$ cat config.mk
export PLATFORM = sky130hd
export DESIGN_NAME = actuator_position_tracker_top
export DESIGN_NICKNAME = d
export VERILOG_FILES = /design/src/design/apt_pkg.sv /design/src/design/apt_cfg_regs.sv /design/src/design/apt_core.sv /design/src/design/actuator_position_tracker_top.sv
export SDC_FILE = /design/constraint.sdc
export NUM_CORES = 1
export LEC_CHECK = 0
export BUFFER_PORTS_ARGS = -buffer_cell sky130_fd_sc_hd__buf_2
export CORE_ASPECT_RATIO = 0.8
export CORE_MARGIN = 1.5
export CORE_UTILIZATION = 50
export DETAILED_ROUTE_END_ITERATION = 6
export GPL_TIMING_DRIVEN = 0
export PLACE_DENSITY = 0.82
export SLEW_MARGIN = 10
export SYNTH_ARGS = -nofsm -noshare
export SYNTH_HDL_FRONTEND = slang
export SYNTH_HIERARCHICAL = 1
export SYNTH_SLANG_ARGS = --single-unit
export TNS_END_PERCENT = 10
$ cat constraint.sdc
create_clock -name i_clk -period 3.9 [get_ports i_clk]
set_input_delay 0.195 -clock i_clk [delete_from_list [all_inputs] [get_ports i_clk]]
set_output_delay 0.195 -clock i_clk [all_outputs]
set_load 0.05 [all_outputs]
$ cat src/design/apt_pkg.sv
// shared types and codes for the actuator position tracker
`default_nettype none

package apt_pkg;

    // item function codes
    localparam logic [1:0] FUNC_SAMPLE   = 2'd0;
    localparam logic [1:0] FUNC_EXTEND   = 2'd1;
    localparam logic [1:0] FUNC_CONTRACT = 2'd2;
    localparam logic [1:0] FUNC_STOP     = 2'd3;

    // motion codes
    localparam logic [1:0] MOT_STOP     = 2'd0;
    localparam logic [1:0] MOT_EXTEND   = 2'd1;
    localparam logic [1:0] MOT_CONTRACT = 2'd2;

    // configuration register indexes
    localparam logic [1:0] CFG_ENCODER_ENABLE  = 2'd0;
    localparam logic [1:0] CFG_LEVEL_THRESHOLD = 2'd1;
    localparam logic [1:0] CFG_MAX_POSITION    = 2'd2;
    localparam logic [1:0] CFG_QUIET_LIMIT     = 2'd3;

    localparam int CFG_DATA_W = 16;
    localparam int SAMPLE_W   = 10;
    localparam int POS_W      = 16;

    // reset values of the configuration registers
    localparam logic                RST_ENCODER_ENABLE  = 1'b1;
    localparam logic [SAMPLE_W-1:0] RST_LEVEL_THRESHOLD = 10'd512;
    localparam logic [POS_W-1:0]    RST_MAX_POSITION    = 16'd1000;
    localparam logic [POS_W-1:0]    RST_QUIET_LIMIT     = 16'd100;

    typedef struct packed {
        logic                encoder_enable;
        logic [SAMPLE_W-1:0] level_threshold;
        logic [POS_W-1:0]    max_position;
        logic [POS_W-1:0]    quiet_limit;
    } t_cfg;

    typedef struct packed {
        logic [1:0]       direction;
        logic             accepted;
        logic [POS_W-1:0] position;
    } t_result;

endpackage

`default_nettype wire

$ cat src/design/apt_cfg_regs.sv
// configuration register bank of the actuator position tracker
`default_nettype none

module apt_cfg_regs (
    input  wire logic                           i_clk,
    input  wire logic                           i_rst_n,
    input  wire logic                           i_cfg_we,
    input  wire logic [1:0]                     i_cfg_index,
    input  wire logic [apt_pkg::CFG_DATA_W-1:0] i_cfg_data,
    output apt_pkg::t_cfg                       o_cfg
);

    apt_pkg::t_cfg r_cfg;

    always_ff @(posedge i_clk) begin
        if (!i_rst_n) begin
            r_cfg.encoder_enable  <= apt_pkg::RST_ENCODER_ENABLE;
            r_cfg.level_threshold <= apt_pkg::RST_LEVEL_THRESHOLD;
            r_cfg.max_position    <= apt_pkg::RST_MAX_POSITION;
            r_cfg.quiet_limit     <= apt_pkg::RST_QUIET_LIMIT;
        end else if (i_cfg_we) begin
            unique case (i_cfg_index)
                apt_pkg::CFG_ENCODER_ENABLE: begin
                    r_cfg.encoder_enable <= i_cfg_data[0];
                end
                apt_pkg::CFG_LEVEL_THRESHOLD: begin
                    r_cfg.level_threshold <= i_cfg_data[apt_pkg::SAMPLE_W-1:0];
                end
                apt_pkg::CFG_MAX_POSITION: begin
                    r_cfg.max_position <= i_cfg_data[apt_pkg::POS_W-1:0];
                end
                apt_pkg::CFG_QUIET_LIMIT: begin
                    r_cfg.quiet_limit <= i_cfg_data[apt_pkg::POS_W-1:0];
                end
            endcase
        end
    end

    assign o_cfg = r_cfg;

endmodule

`default_nettype wire

$ cat src/design/apt_core.sv
// tracker state and the single-pass update for one item
`default_nettype none

module apt_core (
    input  wire logic                         i_clk,
    input  wire logic                         i_rst_n,
    input  wire logic                         i_fire,
    input  wire logic [1:0]                   i_func,
    input  wire logic [apt_pkg::SAMPLE_W-1:0] i_sample,
    input  wire apt_pkg::t_cfg                i_cfg,
    output apt_pkg::t_result                  o_result
);

    logic [1:0]                r_motion;
    logic [apt_pkg::POS_W-1:0] r_position;
    logic                      r_last_level;
    logic [apt_pkg::POS_W-1:0] r_quiet_count;

    logic [1:0]                n_motion;
    logic [apt_pkg::POS_W-1:0] n_position;
    logic                      n_last_level;
    logic [apt_pkg::POS_W-1:0] n_quiet_count;
    logic                      w_ok;
    logic                      w_level;
    logic                      w_edge;
    logic                      w_below_max;
    logic                      w_above_zero;

    assign w_level      = (i_sample > i_cfg.level_threshold);
    assign w_edge       = (w_level != r_last_level) || (r_quiet_count >= i_cfg.quiet_limit);
    assign w_below_max  = (r_position < i_cfg.max_position);
    assign w_above_zero = (r_position != '0);

    always_comb begin
        n_motion      = r_motion;
        n_position    = r_position;
        n_last_level  = r_last_level;
        n_quiet_count = r_quiet_count;
        w_ok          = 1'b0;
        unique case (i_func)
            apt_pkg::FUNC_SAMPLE: begin
                if (i_cfg.encoder_enable) begin
                    w_ok         = 1'b1;
                    n_last_level = w_level;
                    if (w_edge) begin
                        if (r_motion == apt_pkg::MOT_EXTEND && w_below_max) begin
                            n_position = r_position + 1'b1;
                        end else if (r_motion == apt_pkg::MOT_CONTRACT && w_above_zero) begin
                            n_position = r_position - 1'b1;
                        end
                        n_quiet_count = '0;
                    end else if (r_quiet_count != '1) begin
                        n_quiet_count = r_quiet_count + 1'b1;
                    end
                end
            end
            apt_pkg::FUNC_EXTEND: begin
                if (!i_cfg.encoder_enable || w_below_max) begin
                    n_motion = apt_pkg::MOT_EXTEND;
                    w_ok     = 1'b1;
                end
            end
            apt_pkg::FUNC_CONTRACT: begin
                if (!i_cfg.encoder_enable || w_above_zero) begin
                    n_motion = apt_pkg::MOT_CONTRACT;
                    w_ok     = 1'b1;
                end
            end
            apt_pkg::FUNC_STOP: begin
                n_motion = apt_pkg::MOT_STOP;
                w_ok     = 1'b1;
            end
        endcase
    end

    always_ff @(posedge i_clk) begin
        if (!i_rst_n) begin
            r_motion      <= apt_pkg::MOT_STOP;
            r_position    <= '0;
            r_last_level  <= 1'b0;
            r_quiet_count <= '0;
        end else if (i_fire) begin
            r_motion      <= n_motion;
            r_position    <= n_position;
            r_last_level  <= n_last_level;
            r_quiet_count <= n_quiet_count;
        end
    end

    assign o_result.direction = n_motion;
    assign o_result.accepted  = w_ok;
    assign o_result.position  = n_position;

endmodule

`default_nettype wire

$ cat src/design/actuator_position_tracker_top.sv
// Linear actuator position tracker. Takes one item per clock while the input is not
// stalled (encoder sample or extend, contract, stop command) and returns one result per
// item: the item is registered, passes the threshold compare and saturating counter
// update, and lands in the result register. Throughput is one item per cycle when the
// output is not stalled, set by that single update of the motion, position, level and
// quiet counter registers; while a result waits, the input register takes one more item
// and then stalls the input until the result is taken.
// Configuration writes (index 0 encoder enable, 1 level threshold, 2 max position,
// 3 quiet limit) take effect at once and belong in idle periods only.
`default_nettype none

module actuator_position_tracker_top (
    input  wire logic                           i_clk,
    input  wire logic                           i_rst_n,
    input  wire logic                           i_cfg_we,
    input  wire logic [1:0]                     i_cfg_index,
    input  wire logic [apt_pkg::CFG_DATA_W-1:0] i_cfg_data,
    input  wire logic                           i_in_valid,
    output      logic                           o_in_stall,
    input  wire logic [1:0]                     i_func,
    input  wire logic [apt_pkg::SAMPLE_W-1:0]   i_sample,
    output      logic                           o_out_valid,
    input  wire logic                           i_out_stall,
    output      logic [1:0]                     o_direction,
    output      logic                           o_accepted,
    output      logic [apt_pkg::POS_W-1:0]      o_position,
    output      logic                           o_drive_extend,
    output      logic                           o_drive_contract
);

    apt_pkg::t_cfg    w_cfg;
    apt_pkg::t_result w_result;

    logic                         r_in_valid;
    logic [1:0]                   r_func;
    logic [apt_pkg::SAMPLE_W-1:0] r_sample;
    logic                         r_out_valid;
    apt_pkg::t_result             r_result;

    logic w_advance;
    logic w_in_fire;

    // result slot frees when empty or when its item is taken this cycle
    assign w_advance  = r_in_valid && (!r_out_valid || !i_out_stall);
    assign o_in_stall = r_in_valid && !w_advance;
    assign w_in_fire  = i_in_valid && !o_in_stall;

    apt_cfg_regs u_cfg (
        .i_clk       (i_clk),
        .i_rst_n     (i_rst_n),
        .i_cfg_we    (i_cfg_we),
        .i_cfg_index (i_cfg_index),
        .i_cfg_data  (i_cfg_data),
        .o_cfg       (w_cfg)
    );

    apt_core u_core (
        .i_clk    (i_clk),
        .i_rst_n  (i_rst_n),
        .i_fire   (w_advance),
        .i_func   (r_func),
        .i_sample (r_sample),
        .i_cfg    (w_cfg),
        .o_result (w_result)
    );

    always_ff @(posedge i_clk) begin
        if (!i_rst_n) begin
            r_in_valid <= 1'b0;
        end else if (w_in_fire) begin
            r_in_valid <= 1'b1;
        end else if (w_advance) begin
            r_in_valid <= 1'b0;
        end
    end

    always_ff @(posedge i_clk) begin
        if (w_in_fire) begin
            r_func   <= i_func;
            r_sample <= i_sample;
        end
    end

    always_ff @(posedge i_clk) begin
        if (!i_rst_n) begin
            r_out_valid <= 1'b0;
        end else if (w_advance) begin
            r_out_valid <= 1'b1;
        end else if (!i_out_stall) begin
            r_out_valid <= 1'b0;
        end
    end

    always_ff @(posedge i_clk) begin
        if (w_advance) begin
            r_result <= w_result;
        end
    end

    assign o_out_valid      = r_out_valid;
    assign o_direction      = r_result.direction;
    assign o_accepted       = r_result.accepted;
    assign o_position       = r_result.position;
    assign o_drive_extend   = (r_result.direction == apt_pkg::MOT_EXTEND);
    assign o_drive_contract = (r_result.direction == apt_pkg::MOT_CONTRACT);

    a_no_overrun: assert property (@(posedge i_clk) disable iff (!i_rst_n)
        (r_in_valid && !w_advance) |-> !w_in_fire)
        else $error("input register overwritten while its item is held");

    a_drive_exclusive: assert property (@(posedge i_clk) disable iff (!i_rst_n)
        o_out_valid |-> !(o_drive_extend && o_drive_contract))
        else $error("both motor directions driven");

    a_direction_code: assert property (@(posedge i_clk) disable iff (!i_rst_n)
        o_out_valid |-> (o_direction != 2'd3))
        else $error("invalid motion code on result");

    a_stop_accepted: assert property (@(posedge i_clk) disable iff (!i_rst_n)
        (w_advance && r_func == apt_pkg::FUNC_STOP) |=>
        (o_accepted && o_direction == apt_pkg::MOT_STOP))
        else $error("stop item not carried out");

endmodule

`default_nettype wire

## After elaboration in Yosys (flattened, before gate mapping)

Cells that the tools add are included.

| operators by class | value |
|---|---|
| equal/unequal tests | 13 |
| reductions and logical operators | 25 |
| mux-type cells | 18 |
| add/sub/neg operators | 3 |
| order comparisons | 3 |

Operator list:

| kind | number |
|---|---|
| 16-bit two-way mux | 7 |
| 16-bit by 1-bit adder with 16-bit output (second input constant) | 2 |
| 16-bit >= comparator | 1 |
| 16-bit less-than comparator | 1 |
| 16-bit inequality test (second input constant) | 1 |
| 16-bit nonzero test | 1 |
| 16-bit by 1-bit subtractor with 16-bit output (second input constant) | 1 |
| 2-bit equality test (second input constant) | 6 |
| 10-bit > comparator | 1 |
| 2-bit by 1-bit equality test with 1-bit output (second input constant) | 4 |
| 2-bit AND reduction | 4 |
| 1-bit two-way mux | 7 |
| 2-bit one-hot mux with 3 select lines | 1 |
| 1-bit logical AND | 5 |
| 1-bit logical NOT | 5 |
| 2-bit logical NOT | 2 |
| 1-bit logical OR | 4 |
| 2-bit two-way mux | 2 |
| 1-bit one-hot mux with 4 select lines | 1 |
| 4-bit AND reduction | 1 |
| 2-bit nonzero test | 2 |
| 3-bit AND reduction | 1 |
| 2-bit by 1-bit inequality test with 1-bit output (second input constant) | 1 |
| 1-bit inequality test | 1 |

| word-level totals | value |
|---|---|
| input bits | 35 |
| flip-flop bits (word level) | 111 |
| logic and storage cells | 77 |

## Logic depth before layout (Yosys ltp)

Gate-level depths: netlist of run 1.

| logic depth | value |
|---|---|
| depth in word-level cells | 8 |
| gate-level depth with buffers | 11 |

## Hierarchy

The synthesis of run 1 kept the hierarchy.

By module, submodules not included:

| module | cells each | area each (sq um) | instances |
|---|---|---|---|
| apt_core | 462 | 3422.0 | 1 |
| apt_cfg_regs | 173 | 1714.1 | 1 |
| actuator_position_tracker_top | 41 | 1027.2 | 1 |

## Least setup slack after synthesis of run 1

No wires, ideal clock.

| timing | value |
|---|---|
| path type | flip-flop to flip-flop |
| start | register r_out_valid, in the netlist o_out_valid |
| end | register u_core/r_quiet_count[13] (netlist name) |
| path buffers | 2 |
| library setup time | 0.070 ns |
| required time | 3.830 ns |
| setup slack | 0.039 ns |
| clock period less this slack | 3.861 ns |
| arrival | 3.791 ns |
| stages on the path, launching flop included | 8 |
| path through | dfxtp_1 > a21boi_0 > and3_1 > clkbuf_1 > nand4_1 > clkbuf_1 > or4_1 > a21oi_1 |

| between the ends | value |
|---|---|
| word-level cells in the longest chain between the ends | 4 |

RTL lines:

| what | RTL line | RTL |
|---|---|---|
| start: declaration | actuator_position_tracker_top.sv:37 | `logic r_out_valid;` |
| start signal: assignment | actuator_position_tracker_top.sv:86 | `r_out_valid <= 1'b0;` |
| start signal: assignment | actuator_position_tracker_top.sv:88 | `r_out_valid <= 1'b1;` |
| start signal: assignment | actuator_position_tracker_top.sv:90 | `r_out_valid <= 1'b0;` |
| 1-bit logical NOT | actuator_position_tracker_top.sv:44 | `assign w_advance = r_in_valid && (!r_out_valid \|\| !i_out_stall);` |
| 1-bit logical OR | actuator_position_tracker_top.sv:44 |  |
| 1-bit logical AND | actuator_position_tracker_top.sv:44 |  |
| net w_advance | actuator_position_tracker_top.sv:40 | `logic w_advance;` |
| 4-bit AND reduction (no source line) | -- |  |
| end signal: assignment | apt_core.sv:86 | `r_quiet_count <= n_quiet_count;` |
| end: declaration | apt_core.sv:17 | `logic [apt_pkg::POS_W-1:0] r_quiet_count;` |

The timed path passes the listed nets, and every way through them passes these cells.
A chain may end at the register's enable or synchronous reset.

==> impl_metrics.toml, run 1 <==
[timing]
min_period_over_period_pct = 85.6
count_of_pins_over_their_slew_limit = 0
clock_skew_ps = 13.9
relSlewSlack_pct = 29.9
achievable-frequency_ghz = 0.299
rsz0062_at_grt = "no"
timing.hold.ws_ps = 15.0
final_critical_path_setup_slack_ps = 561
number_of_failing_hold_endpoints_at_the_final_stage = 0
period_needed_ps = 3340
setup_viol = 0
worst_pin_slew_ps = 1050

[critical_path]
slowest_stage = "sky130_fd_sc_hd__nor4_4"
cp-startpoint = "u_cfg/o_cfg[36]"
setup.reg_to_reg.worst_slack_ps = 560
timing.critical_path.to = "o_position[0]"
cp-start-kind = "flip-flop"
critical_path_peak_fanout = 10
arrival_ps = 3420
type_of_the_worst_setup_path = "reg -> reg"
worst_r2r_startpoint = "u_cfg/o_cfg[36]"
worst_path_largest_cell_delay_ps = 530
endpoint_kind = "flip-flop"
r2r_endpoint = "o_position[0]"
critPathRequiredTime_ps = 3980
rr_worst_depth = 10
path_cells = "inv_1 > ha_1 > and4_1 > or3b_1 > and3_1 > nor4_4 > o21ai_1 > buf_2 > a21oi_1 > xnor2_1"

[place]
place_worst_setup_slack_ps = 613
io_buffer_count = 54
detailed_place.area_mm2 = 0.00664
hpwl_um = 10400
place_inst = 883
gp_congestion = 0.863

[power_and_ir_drop]
leakagePower_nw = 2.93
cell_pwr_density_mw_per_mm2 = 348
power.ir.vdd_worst_v = 0.000236

[drt]
detailedRoute.firstPassIterationCount = 5
detail_route.iter0.violations = 388
antenna_violating_nets_post_route = 0
via_per_inst = 5.72
totalWireLength_um = 13800
route.vias.total = 5144
drc = 0
detail_route.wl_per_cell_um = 15.3

[synthesis]
yosys.cell_types.count = 60
yosysWarnings = 6
synth-async-reset-ratio_pct = 0
synth.largest_area_cell = "sky130_fd_sc_hd__dfxtp_1"
ys_dominant_reg_cell = "sky130_fd_sc_hd__dfxtp_1"
number_of_flops_mapped_to_enable_cells_by_yosys = 31
netlist_area_mm2 = 0.00616
yosysSeqAreaShare_pct = 41.1
post_synthesis_area_per_instance_um2 = 9.12
synth_top_cell_area_share_pct = 26.0
synth.net_count = 756
ys_top_cells_by_count = "83 x sky130_fd_sc_hd__nand2_1, 80 x sky130_fd_sc_hd__dfxtp_1, 54 x sky130_fd_sc_hd__inv_1"
synthCells = 676
yosysMostFrequentCell = "sky130_fd_sc_hd__nand2_1"
ys_top_cells_by_area = "sky130_fd_sc_hd__dfxtp_1 26%, sky130_fd_sc_hd__edfxtp_1 15%, sky130_fd_sc_hd__ha_1 9.1%"
synth.ff_latch_count = 111

[clock_tree]
cts.hold.buffers_added = 0
post_cts.resized_instances = 0
cts.repair_timing.setup_buffer_count = 0
cts_made_buffers = 9
ctsRootBufferMaster = "sky130_fd_sc_hd__clkbuf_16"
cts_htree_levels = 3
tritoncts = "built"
cts.path.max_buffers = 2
clock_sink_count = 111
later_pin_clock_latency_in_the_skew_report_ps = 350
clk_pin_slew_worst_paths_ps = 70

[floorplan]
core_area_mm2 = 0.0121
design.die.area_mm2 = 0.0130
floorplan.io_pins = 58
floorplan.die.height_um = 102
die_extent_in_x_um = 127
start_util_pct = 50.9
core.rowCount = 36

[final_layout]
diodes_inserted = 0
cell_area_after_layout_mm2 = 0.00695
layout-drive-gt1-share_pct = 13.3
final_cell_count_no_fill = 899
nets = 822
layout.filler_cells = 1077
area.growth.synth_to_final_pct = 12.8

[grt]
groute.usage.overall_pct = 22.3
grt_pass1_wl_um = 23000
pin_count_of_the_biggest_net_entering_global_routing = 20
first_global_vias = 4765
antenna_violations_before_repair = 0
overflow = 0

[job]
maxCapViolations = 0

[run_status]
status = "complete, no violations"

[hold_path]
class_of_the_most_critical_hold_timing_path = "in -> reg"
[cells by family (layout without fill, tap and decap cells)]
kind of cell	after synthesis	after routing	synth area share (%)
simple gates	240	240	20.7
compound gates	134	134	13.5
flops	111	111	41.1
buf+inv	86	157	6.25
fa+ha+maj	45	45	9.14
mux	43	43	6.98
xor+xnor	17	17	2.42
[stage by stage]
| stage | util (%) | setup TNS (ps) | power, W |
|---|---|---|---|
| floorplan | - | 0 | 0.00142 |
| global placement | 54.7 | -19370 | 0.00148 |
| detailed placement | 54.8 | 0 | 0.00149 |
| CTS | 57.4 | 0 | 0.00244 |
| global route | 57.4 | 0 | 0.00251 |
| finish | 57.4 | 0 | 0.00242 |
[cell type report]
| class | count | area [µm²] | area share [%] |
|---|---|---|---|
| clock inverters | 6 | 72.6 | 1.04 |
| inverters | 54 | 203 | 2.91 |
| plain buffers | 32 | 183 | 2.63 |
| multi-input cells | 479 | 3250 | 46.7 |
| repair buffers | 55 | 285 | 4.10 |
| well taps | 152 | 190 | 2.73 |
| flip-flops and latches | 111 | 2530 | 36.4 |
| clock buffers | 10 | 239 | 3.44 |
[how the worst min path moves through the flow]
stage,slack [ps],start,cells past startpoint,to
3_3_place_gp,370,i_sample[5],1,r_sample[5]
5_1_grt,1,i_sample[8],1,r_sample[8]
4_1_cts,9,i_sample[9],1,r_sample[9]
2_1_floorplan,290,i_func[0],0,r_func[0]
3_5_place_dp,370,i_sample[9],1,r_sample[9]
6_report,20,i_sample[9],1,r_sample[9]
[state kept, by name (all words and copies together) (netlist names)]
name,flops
o_out_valid,1
u_core/r_last_level,1
u_core/r_motion,2
u_cfg/o_cfg,43
o_accepted,1
u_core/r_position,16
r_sample,10
r_in_valid,1
u_core/r_quiet_count,16
r_func,2
o_position,16
o_direction,2
[critical path, delay by kind of cell (launching register included)]
family	cells	cell delay [ps]
AOI/OAI and AO/OA	2	520
xor gates and xnor gates	1	110
adders and majority gates	1	300
buffers and inverters	2	360
DFF	1	360
and+or+nand+nor	4	1420
[report_power, final]
group | total (W) | internal (W) | switching (W) | leakage, nW
clock network | 0.000952 | 0.000526 | 0.000426 | 0.156
registers | 0.00124 | 0.00122 | 0.0000190 | 0.947
logic | 0.000230 | 0.0000796 | 0.000150 | 1.83
total | 0.00242 | 0.00182 | 0.000595 | 2.93
[per-layer routing]
metal,wire length (µm),up-vias,track usage (%)
met5,0,-,0
met4,175,0,5.42
met3,848,17,4.45
met2,5970,152,36.7
met1,6780,2427,30.5
li1,-,2548,-
[cell usage in the layout, fill, tap and decap left out, types with 4 or more instances in the layout]
cell type	Yosys	routed
sky130_fd_sc_hd__a211oi_1	8	8
sky130_fd_sc_hd__a21oi_1	42	42
sky130_fd_sc_hd__a31oi_1	5	5
sky130_fd_sc_hd__a41oi_1	5	5
sky130_fd_sc_hd__and2_1	4	4
sky130_fd_sc_hd__and3_1	9	9
sky130_fd_sc_hd__buf_2	10	64
sky130_fd_sc_hd__clkbuf_1	15	15
sky130_fd_sc_hd__clkbuf_16	0	9
sky130_fd_sc_hd__dfxtp_1	80	80
sky130_fd_sc_hd__edfxtp_1	31	31
sky130_fd_sc_hd__ha_1	45	45
sky130_fd_sc_hd__inv_1	54	54
sky130_fd_sc_hd__mux2i_1	43	43
sky130_fd_sc_hd__nand2_1	83	83
sky130_fd_sc_hd__nand2b_1	8	8
sky130_fd_sc_hd__nand3_1	15	15
sky130_fd_sc_hd__nand4_1	11	11
sky130_fd_sc_hd__nor2_1	29	29
sky130_fd_sc_hd__nor2b_1	19	19
sky130_fd_sc_hd__nor3_1	9	9
sky130_fd_sc_hd__nor4_1	6	6
sky130_fd_sc_hd__o211ai_1	11	11
sky130_fd_sc_hd__o21a_1	7	7
sky130_fd_sc_hd__o21ai_0	29	29
sky130_fd_sc_hd__o21ai_1	4	4
sky130_fd_sc_hd__o31ai_1	7	7
sky130_fd_sc_hd__or3_1	18	18
sky130_fd_sc_hd__or4_1	7	7
sky130_fd_sc_hd__xnor2_1	5	5
sky130_fd_sc_hd__xor2_1	12	12
No activity file was read; power rests on OpenSTA's default activity.
==> inputs of run 2 (changes only) <==
--- a/config.mk
+++ b/config.mk
@@ -5,13 +5,14 @@
 export SDC_FILE = /design/constraint.sdc
 export NUM_CORES = 1
 export LEC_CHECK = 0
+export ABC_AREA = 1
 export BUFFER_PORTS_ARGS = -buffer_cell sky130_fd_sc_hd__buf_2
 export CORE_ASPECT_RATIO = 0.8
 export CORE_MARGIN = 1.5
 export CORE_UTILIZATION = 50
 export DETAILED_ROUTE_END_ITERATION = 6
 export GPL_TIMING_DRIVEN = 0
-export PLACE_DENSITY = 0.82
+export PLACE_DENSITY = 0.81
 export SLEW_MARGIN = 10
 export SYNTH_ARGS = -nofsm -noshare
 export SYNTH_HDL_FRONTEND = slang
==> run 2 against run 1 <==
Core utilization up 0.80 points; wire length grew 15%; via count up 19%; worst setup slack better by 700 ps; cell count is 34% higher; non-clock buffer count stayed put; highest routed layer unchanged; first-iteration DRC count grew 25%; global-route usage rose by 0.89 points; critical endpoint is now o_position[13]; clock power shrank 4.8%; area after synthesis rose by 10%; clock skew is 5.2 ps lower; critical path type unchanged.
==> impl_metrics.toml, run 2 <==
[run_status]
status = "complete, no violations"

[critical_path]
critical_path_peak_fanout = 10
type_of_the_worst_setup_path = "reg -> reg"
endpoint_kind = "flip-flop"
path_cells = "inv_1 > ha_1 > nand2_1 > inv_1 > a21oi_1 > nand3_1 > nand2_1 > nand2_1 > nand2_1 > nand2_4 > nand2_4 > clkinv_2 > buf_2 > o21ai_0"
slowest_stage = "sky130_fd_sc_hd__dfxtp_1"
critical_path.most_common_cell = "sky130_fd_sc_hd__nand2_1"
cp-start-kind = "flip-flop"
worst_path_largest_cell_delay_ps = 360
critPathRequiredTime_ps = 4030
arrival_ps = 2780

[power_and_ir_drop]
cell_pwr_density_mw_per_mm2 = 341
seq_power_share_pct = 48.7
swShare_pct = 29.8
comb_power_share_pct = 16.4
internal-power_w = 0.00182
totalPowerFinal_w = 0.00259
leakagePower_nw = 3.79
power_switching_w = 0.000773
clkPwrFrac_pct = 35.0
power.ir.vdd_worst_v = 0.000233

[floorplan]
core_area_mm2 = 0.0131
die_extent_in_x_um = 133
start_util_pct = 52.1
design.die.area_mm2 = 0.0143
core.rowCount = 37
floorplan.io_pins = 58
floorplan.die.height_um = 107

[hold_path]
class_of_the_most_critical_hold_timing_path = "in -> reg"

[synthesis]
synth.ff_latch_count = 111
yosysWarnings = 6
yosys.cell_types.count = 38
yosysSeqAreaShare_pct = 37.3
synth-async-reset-ratio_pct = 0
synth.net_count = 1033
synthCells = 953
synth.largest_area_cell = "sky130_fd_sc_hd__dfxtp_1"
number_of_flops_mapped_to_enable_cells_by_yosys = 31
ys_top_cells_by_area = "sky130_fd_sc_hd__dfxtp_1 24%, sky130_fd_sc_hd__nand2_1 14%, sky130_fd_sc_hd__edfxtp_1 14%"
ys_dominant_reg_cell = "sky130_fd_sc_hd__dfxtp_1"
yosysMostFrequentCell = "sky130_fd_sc_hd__nand2_1"
ys_top_cells_by_count = "259 x sky130_fd_sc_hd__nand2_1, 140 x sky130_fd_sc_hd__inv_1, 119 x sky130_fd_sc_hd__nor2_1"
post_synthesis_area_per_instance_um2 = 7.13
netlist_area_mm2 = 0.00680
synth_top_cell_area_share_pct = 23.6

[final_layout]
layout-drive-gt1-share_pct = 13.5
cell_area_after_layout_mm2 = 0.00760
max_reg_flops = 43
finalCoreUtilization_pct = 58.2
mostFrequentLayoutCell = "sky130_fd_sc_hd__nand2_1"
area.growth.synth_to_final_pct = 11.8
layout_common_cells = "259 x sky130_fd_sc_hd__nand2_1, 140 x sky130_fd_sc_hd__inv_1, 119 x sky130_fd_sc_hd__nor2_1, 80 x sky130_fd_sc_hd__dfxtp_1, 71 x sky130_fd_sc_hd__buf_2"
diodes_inserted = 0
nets = 1101
final_cell_count_no_fill = 1201
layout.filler_cells = 1207

[clock_tree]
cts_htree_levels = 3
cts.hold.buffers_added = 0
tritoncts = "built"
ctsRootBufferMaster = "sky130_fd_sc_hd__clkbuf_16"
clock_sink_count = 111
post_cts.resized_instances = 0
cts.repair_timing.setup_buffer_count = 0
clk_pin_slew_worst_paths_ps = 80
cts.path.max_buffers = 2
later_pin_clock_latency_in_the_skew_report_ps = 350
cts_made_buffers = 9

[grt]
grt_pass1_wl_um = 26600
antenna_violations_before_repair = 0
global_route.usage.met2_pct = 38.2
pin_count_of_the_biggest_net_entering_global_routing = 21
gr-max-usage-layer = "met2"
groute.layer.met3.usage_pct = 4.05
overflow = 0
global_route_met1_utilization_pct = 32.1
groute.usage.overall_pct = 23.2
first_global_vias = 5557

[drt]
antenna_violating_nets_post_route = 0
detail_route.wl_per_cell_um = 13.2
totalWireLength_um = 15900
detailedRoute.firstPassIterationCount = 6
drc = 0
route.vias.total = 6129
via_per_inst = 5.10
detail_route.iter0.violations = 485

[job]
maxCapViolations = 0

[timing]
setup_viol = 0
relSlewSlack_pct = 53.0
clock_skew_ps = 8.72
period_needed_ps = 2640
number_of_failing_hold_endpoints_at_the_final_stage = 0
count_of_pins_over_their_slew_limit = 0
achievable-frequency_ghz = 0.379
min_period_over_period_pct = 67.7
worst_pin_slew_ps = 702
rsz0062_at_grt = "no"
tns_ps = 0

[place]
gp_congestion = 0.901
io_buffer_count = 56
detailed_place.area_mm2 = 0.00731
hpwl_um = 12000
place_inst = 1185
-- run 2: changes by cell type after synthesis, moves of 8 or more --
cell,change
sky130_fd_sc_hd__clkbuf_1,-11
sky130_fd_sc_hd__nand4_1,+8
sky130_fd_sc_hd__nand2_1,+176
sky130_fd_sc_hd__nand2b_1,-8
sky130_fd_sc_hd__or3_1,-18
sky130_fd_sc_hd__o211ai_1,-8
sky130_fd_sc_hd__nor2b_1,-19
sky130_fd_sc_hd__xor2_1,+21
sky130_fd_sc_hd__and3_1,-9
sky130_fd_sc_hd__nor2_1,+90
sky130_fd_sc_hd__a211oi_1,-8
sky130_fd_sc_hd__mux2i_1,-43
sky130_fd_sc_hd__nand3_1,+52
sky130_fd_sc_hd__inv_1,+86
-- run 2: worst paths after layout --
check,end,slack (ps),startpoint,depth (start not counted)
max,o_position[13],1260,u_cfg/o_cfg[41],14
min,r_sample[5],10,i_sample[5],1
max reg2reg,o_position[13],1260,u_cfg/o_cfg[41],14
min reg2reg,u_cfg/o_cfg[2],480,u_cfg/o_cfg[2],2
-- run 2: routing by layer --
metal  vias up  routed length (µm)  share of wire (%)
met1      2756                7310                 46
met3        18                1160                7.3
met5         -                   0                  0
li1       3141                   -                  -
met2       214                7220                 46
met4         0                 168                1.1
-- run 2: layout make-up --
type / instances / area, µm² / share of cell area (%)
Clock inverter: 7 / 62.6 / 0.823
Multi-Input combinational cell: 666 / 3520 / 46.3
Inverter: 146 / 554 / 7.30
Timing Repair Buffer: 57 / 292 / 3.84
Clock buffer: 9 / 225 / 2.96
Tap cell: 175 / 219 / 2.88
Sequential cell: 111 / 2530 / 33.3
Buffer: 30 / 195 / 2.57
-- run 2: critical path: cells and delay by family, from the launching register on --
kind / cells / cell delay, ps
buffers and inverters: 4 / 420
AND/OR/NAND/NOR: 7 / 850
adder cells (fa/ha/maj): 1 / 280
AO/OA/AOI/OAI: 2 / 510
flip-flops: 1 / 360
-- run 2: power groups by stage --
| stage | Combinational [W] | Sequential (W) | Clock (W) |
|---|---|---|---|
| 2_1_floorplan | 0.000271 | 0.00132 | 0 |
| 3_3_place_gp | 0.000406 | 0.00129 | 0 |
| 3_5_place_dp | 0.000417 | 0.00129 | 0 |
| 4_1_cts | 0.000422 | 0.00126 | 0.000925 |
| 5_1_grt | 0.000478 | 0.00127 | 0.000964 |
| 6_report | 0.000424 | 0.00126 | 0.000906 |
-- run 2: cell families (layout without fill, tap and decap cells) --
family	after synthesis	after routing	synth area share (%)
and+or+nand+nor	503	503	32.2
adders and majority gates	45	45	8.29
AOI/OAI and AO/OA	84	84	6.79
xor gates and xnor gates	34	34	4.38
buffers and inverters	176	249	11.0
DFF	111	111	37.3
-- run 2: stage by stage --
step	hold slack [ps]	setup WS [ps]
after CTS	5.55	1290
final	9.79	1260
after global routing	1.57	1120
after global placement	371	147
after floorplan	294	909
after detailed placement	375	1350
==> inputs of run 3 (changes only) <==
--- a/config.mk
+++ b/config.mk
@@ -12,7 +12,7 @@
 export CORE_UTILIZATION = 50
 export DETAILED_ROUTE_END_ITERATION = 6
 export GPL_TIMING_DRIVEN = 0
-export PLACE_DENSITY = 0.81
+export PLACE_DENSITY = 0.79
 export SLEW_MARGIN = 10
 export SYNTH_ARGS = -nofsm -noshare
 export SYNTH_HDL_FRONTEND = slang
==> constraint.sdc (replaced) <==
create_clock -name i_clk -period 2.5 [get_ports i_clk]
set_input_delay 0.125 -clock i_clk [delete_from_list [all_inputs] [get_ports i_clk]]
set_output_delay 0.125 -clock i_clk [all_outputs]
set_load 0.05 [all_outputs]
==> run 3 against run 2 <==
Clock skew about the same; core utilization increased by 2.2 points; die area unchanged; cell count up 1.7%; first-iteration DRC count increased by 1.0%; via count up 0.82%; critical path depth unchanged.
==> impl_metrics.toml, run 3 (synthesis gave the netlist of run 2 again) <==
[clock_tree]
cts_made_buffers = 9
clk_pin_slew_worst_paths_ps = 70
cts_htree_levels = 3
cts.path.max_buffers = 2
later_pin_clock_latency_in_the_skew_report_ps = 350
tritoncts = "built"
clock_sink_count = 111
ctsRootBufferMaster = "sky130_fd_sc_hd__clkbuf_16"

[final_layout]
multi_input_combinational_cell_area_mm2 = 0.00358
final_cell_count_no_fill = 1221
finalCoreUtilization_pct = 60.4
layout-drive-gt1-share_pct = 15.3
mostFrequentLayoutCell = "sky130_fd_sc_hd__nand2_1"
layout_common_cells = "257 x sky130_fd_sc_hd__nand2_1, 140 x sky130_fd_sc_hd__inv_1, 117 x sky130_fd_sc_hd__nor2_1, 72 x sky130_fd_sc_hd__dfxtp_1, 70 x sky130_fd_sc_hd__buf_2"
max_reg_flops = 43
layout.area.seq_mm2 = 0.00254
nets = 1121
layout.filler_cells = 1155
cell_area_after_layout_mm2 = 0.00788
area.growth.synth_to_final_pct = 15.9
diodes_inserted = 0

[drt]
detail_route.iter0.violations = 490
route.vias.total = 6179
via_per_inst = 5.06
detailedRoute.firstPassIterationCount = 5
drc = 0
antenna_violating_nets_post_route = 0
totalWireLength_um = 16300
detail_route.wl_per_cell_um = 13.3

[timing]
achievable-frequency_ghz = 0.413
relSlewSlack_pct = 54.6
clock_skew_ps = 9.11
min_period_over_period_pct = 96.8
period_needed_ps = 2420
worst_pin_slew_ps = 681
count_of_pins_over_their_slew_limit = 0
setup_viol = 0
number_of_failing_hold_endpoints_at_the_final_stage = 0

[power_and_ir_drop]
power.ir.vdd_worst_v = 0.000355
swShare_pct = 27.7
seq_power_share_pct = 46.2
power_switching_w = 0.00118
cell_pwr_density_mw_per_mm2 = 541
clkPwrFrac_pct = 37.1
leakagePower_nw = 3.90
internal-power_w = 0.00308
comb_power_share_pct = 16.7

[critical_path]
setup.reg_to_reg.worst_slack_ps = 80
arrival_ps = 2510
cp-start-kind = "flip-flop"
endpoint_kind = "flip-flop"
r2r_endpoint = "o_position[8]"
slowest_stage = "sky130_fd_sc_hd__edfxtp_1"
rr_worst_depth = 14
type_of_the_worst_setup_path = "reg -> reg"
worst_r2r_startpoint = "r_sample[9]"
critical_path_peak_fanout = 10
path_cells = "ha_1 > nand2_2 > inv_1 > a21oi_2 > nand3_1 > nand2_1 > nand2_1 > nand2_2 > nand2_4 > nand2_4 > clkinv_2 > buf_6 > nand3_1 > o21ai_0"
critPathRequiredTime_ps = 2590
worst_path_largest_cell_delay_ps = 370

[floorplan]
start_util_pct = 52.1
core_area_mm2 = 0.0131
core.rowCount = 37
die_extent_in_x_um = 133
floorplan.die.height_um = 107
design.die.area_mm2 = 0.0143
floorplan.io_pins = 58

[place]
io_buffer_count = 56
gp_congestion = 0.948
place_inst = 1184
detailed_place.area_mm2 = 0.00731
hpwl_um = 11800

[hold_path]
worstHoldEndpoint = "r_in_valid"
hold_path_depth = 3
timing.hold.worst.start = "i_in_valid"
class_of_the_most_critical_hold_timing_path = "in -> reg"

[grt]
first_global_vias = 5628
groute.usage.overall_pct = 23.6
pin_count_of_the_biggest_net_entering_global_routing = 19
overflow = 0
antenna_violations_before_repair = 0
grt_pass1_wl_um = 26900

[job]
maxCapViolations = 0

[run_status]
status = "complete, no violations"
==> run 3: cell count changes in the layout (fill, tap and decap cells not counted), moves of 2 or more <==
| cell | previous run | this run |
|---|---|---|
| sky130_fd_sc_hd__dfxtp_1 | 80 | 72 |
| sky130_fd_sc_hd__inv_6 | 4 | 2 |
| sky130_fd_sc_hd__nor2_1 | 119 | 117 |
| sky130_fd_sc_hd__dfxtp_2 | 0 | 8 |
| sky130_fd_sc_hd__nand2_2 | 7 | 9 |
| sky130_fd_sc_hd__dlygate4sd3_1 | 0 | 12 |
| sky130_fd_sc_hd__nand2_1 | 259 | 257 |
| sky130_fd_sc_hd__nor2_4 | 2 | 5 |
| sky130_fd_sc_hd__bufinv_16 | 0 | 2 |
| sky130_fd_sc_hd__buf_4 | 5 | 13 |
==> run 3: cell type report <==
class                   count  share of cell area, %
flip-flops and latches    111                   32.3
well taps                 175                   2.78
clock inverters             6                   1.14
plain buffers              30                   2.51
inverters                 146                   7.04
clock buffers              10                   3.03
multi-input cells         667                   45.4
repair buffers             76                   5.84
==> run 3: metrics by stage <==
step	TNS, ps	setup WS, ps	power (W)	hold slack (ps)
after global routing	-0.264	-0.264	0.00443	38.7
after CTS	0	11.1	0.00424	25.0
after floorplan	0	162	0.00248	224
final	0	78.8	0.00426	33.8
after global placement	-6610	-339	0.00264	301
after detailed placement	-7540	-358	0.00265	304
==> run 3: worst max-delay path by stage <==
stage                                  from                     to  slack, ps  cells past startpoint
floorplan                       o_out_valid  u_core/r_position[14]        160                     10
global placement                 r_in_valid   u_core/r_position[4]       -340                     11
detailed placement               r_in_valid   u_core/r_position[4]       -360                     11
CTS                 u_core/r_quiet_count[7]          o_position[8]         10                     13
global route                    r_sample[5]          o_position[8]       -0.3                     16
finish                          r_sample[9]          o_position[8]         80                     14
==> run 3: layer usage <==
| layer | vias to the layer above | part of all wire [%] | wire (µm) | GRT usage (%) |
|---|---|---|---|---|
| li1 | 3194 | - | - | - |
| met1 | 2724 | 46 | 7520 | 31.0 |
| met2 | 229 | 44 | 7230 | 39.2 |
| met3 | 32 | 7.1 | 1150 | 4.14 |
| met4 | 0 | 2.3 | 369 | 8.46 |
| met5 | - | 0 | 0 | 0 |
==> run 3: repair_timing <==
item                                    4_1_cts  5_1_grt
gates resized for setup                       4       16
hold endpoints to repair                     12        0
cloned                                        1        0
pin swaps                                     0        2
buffers inserted                              0        8
endpoints found under the setup margin       33       37
hold buffers                                 12        0
==> run 3: power groups by stage <==
| stage | Combinational (W) | Sequential [W] | Clock [W] |
|---|---|---|---|
| after floorplan | 0.000424 | 0.00205 | 0 |
| after global placement | 0.000635 | 0.00201 | 0 |
| after detailed placement | 0.000646 | 0.00201 | 0 |
| after CTS | 0.000676 | 0.00197 | 0.00160 |
| after global routing | 0.000790 | 0.00198 | 0.00167 |
| final | 0.000711 | 0.00197 | 0.00158 |
==> run 3: worst max-delay path, delay by kind of cell (launching register included) <==
kind | cells | cell delay [ps]
compound gates | 2 | 290
fa+ha+maj | 1 | 320
simple gates | 8 | 860
flops | 1 | 370
buf+inv | 3 | 320
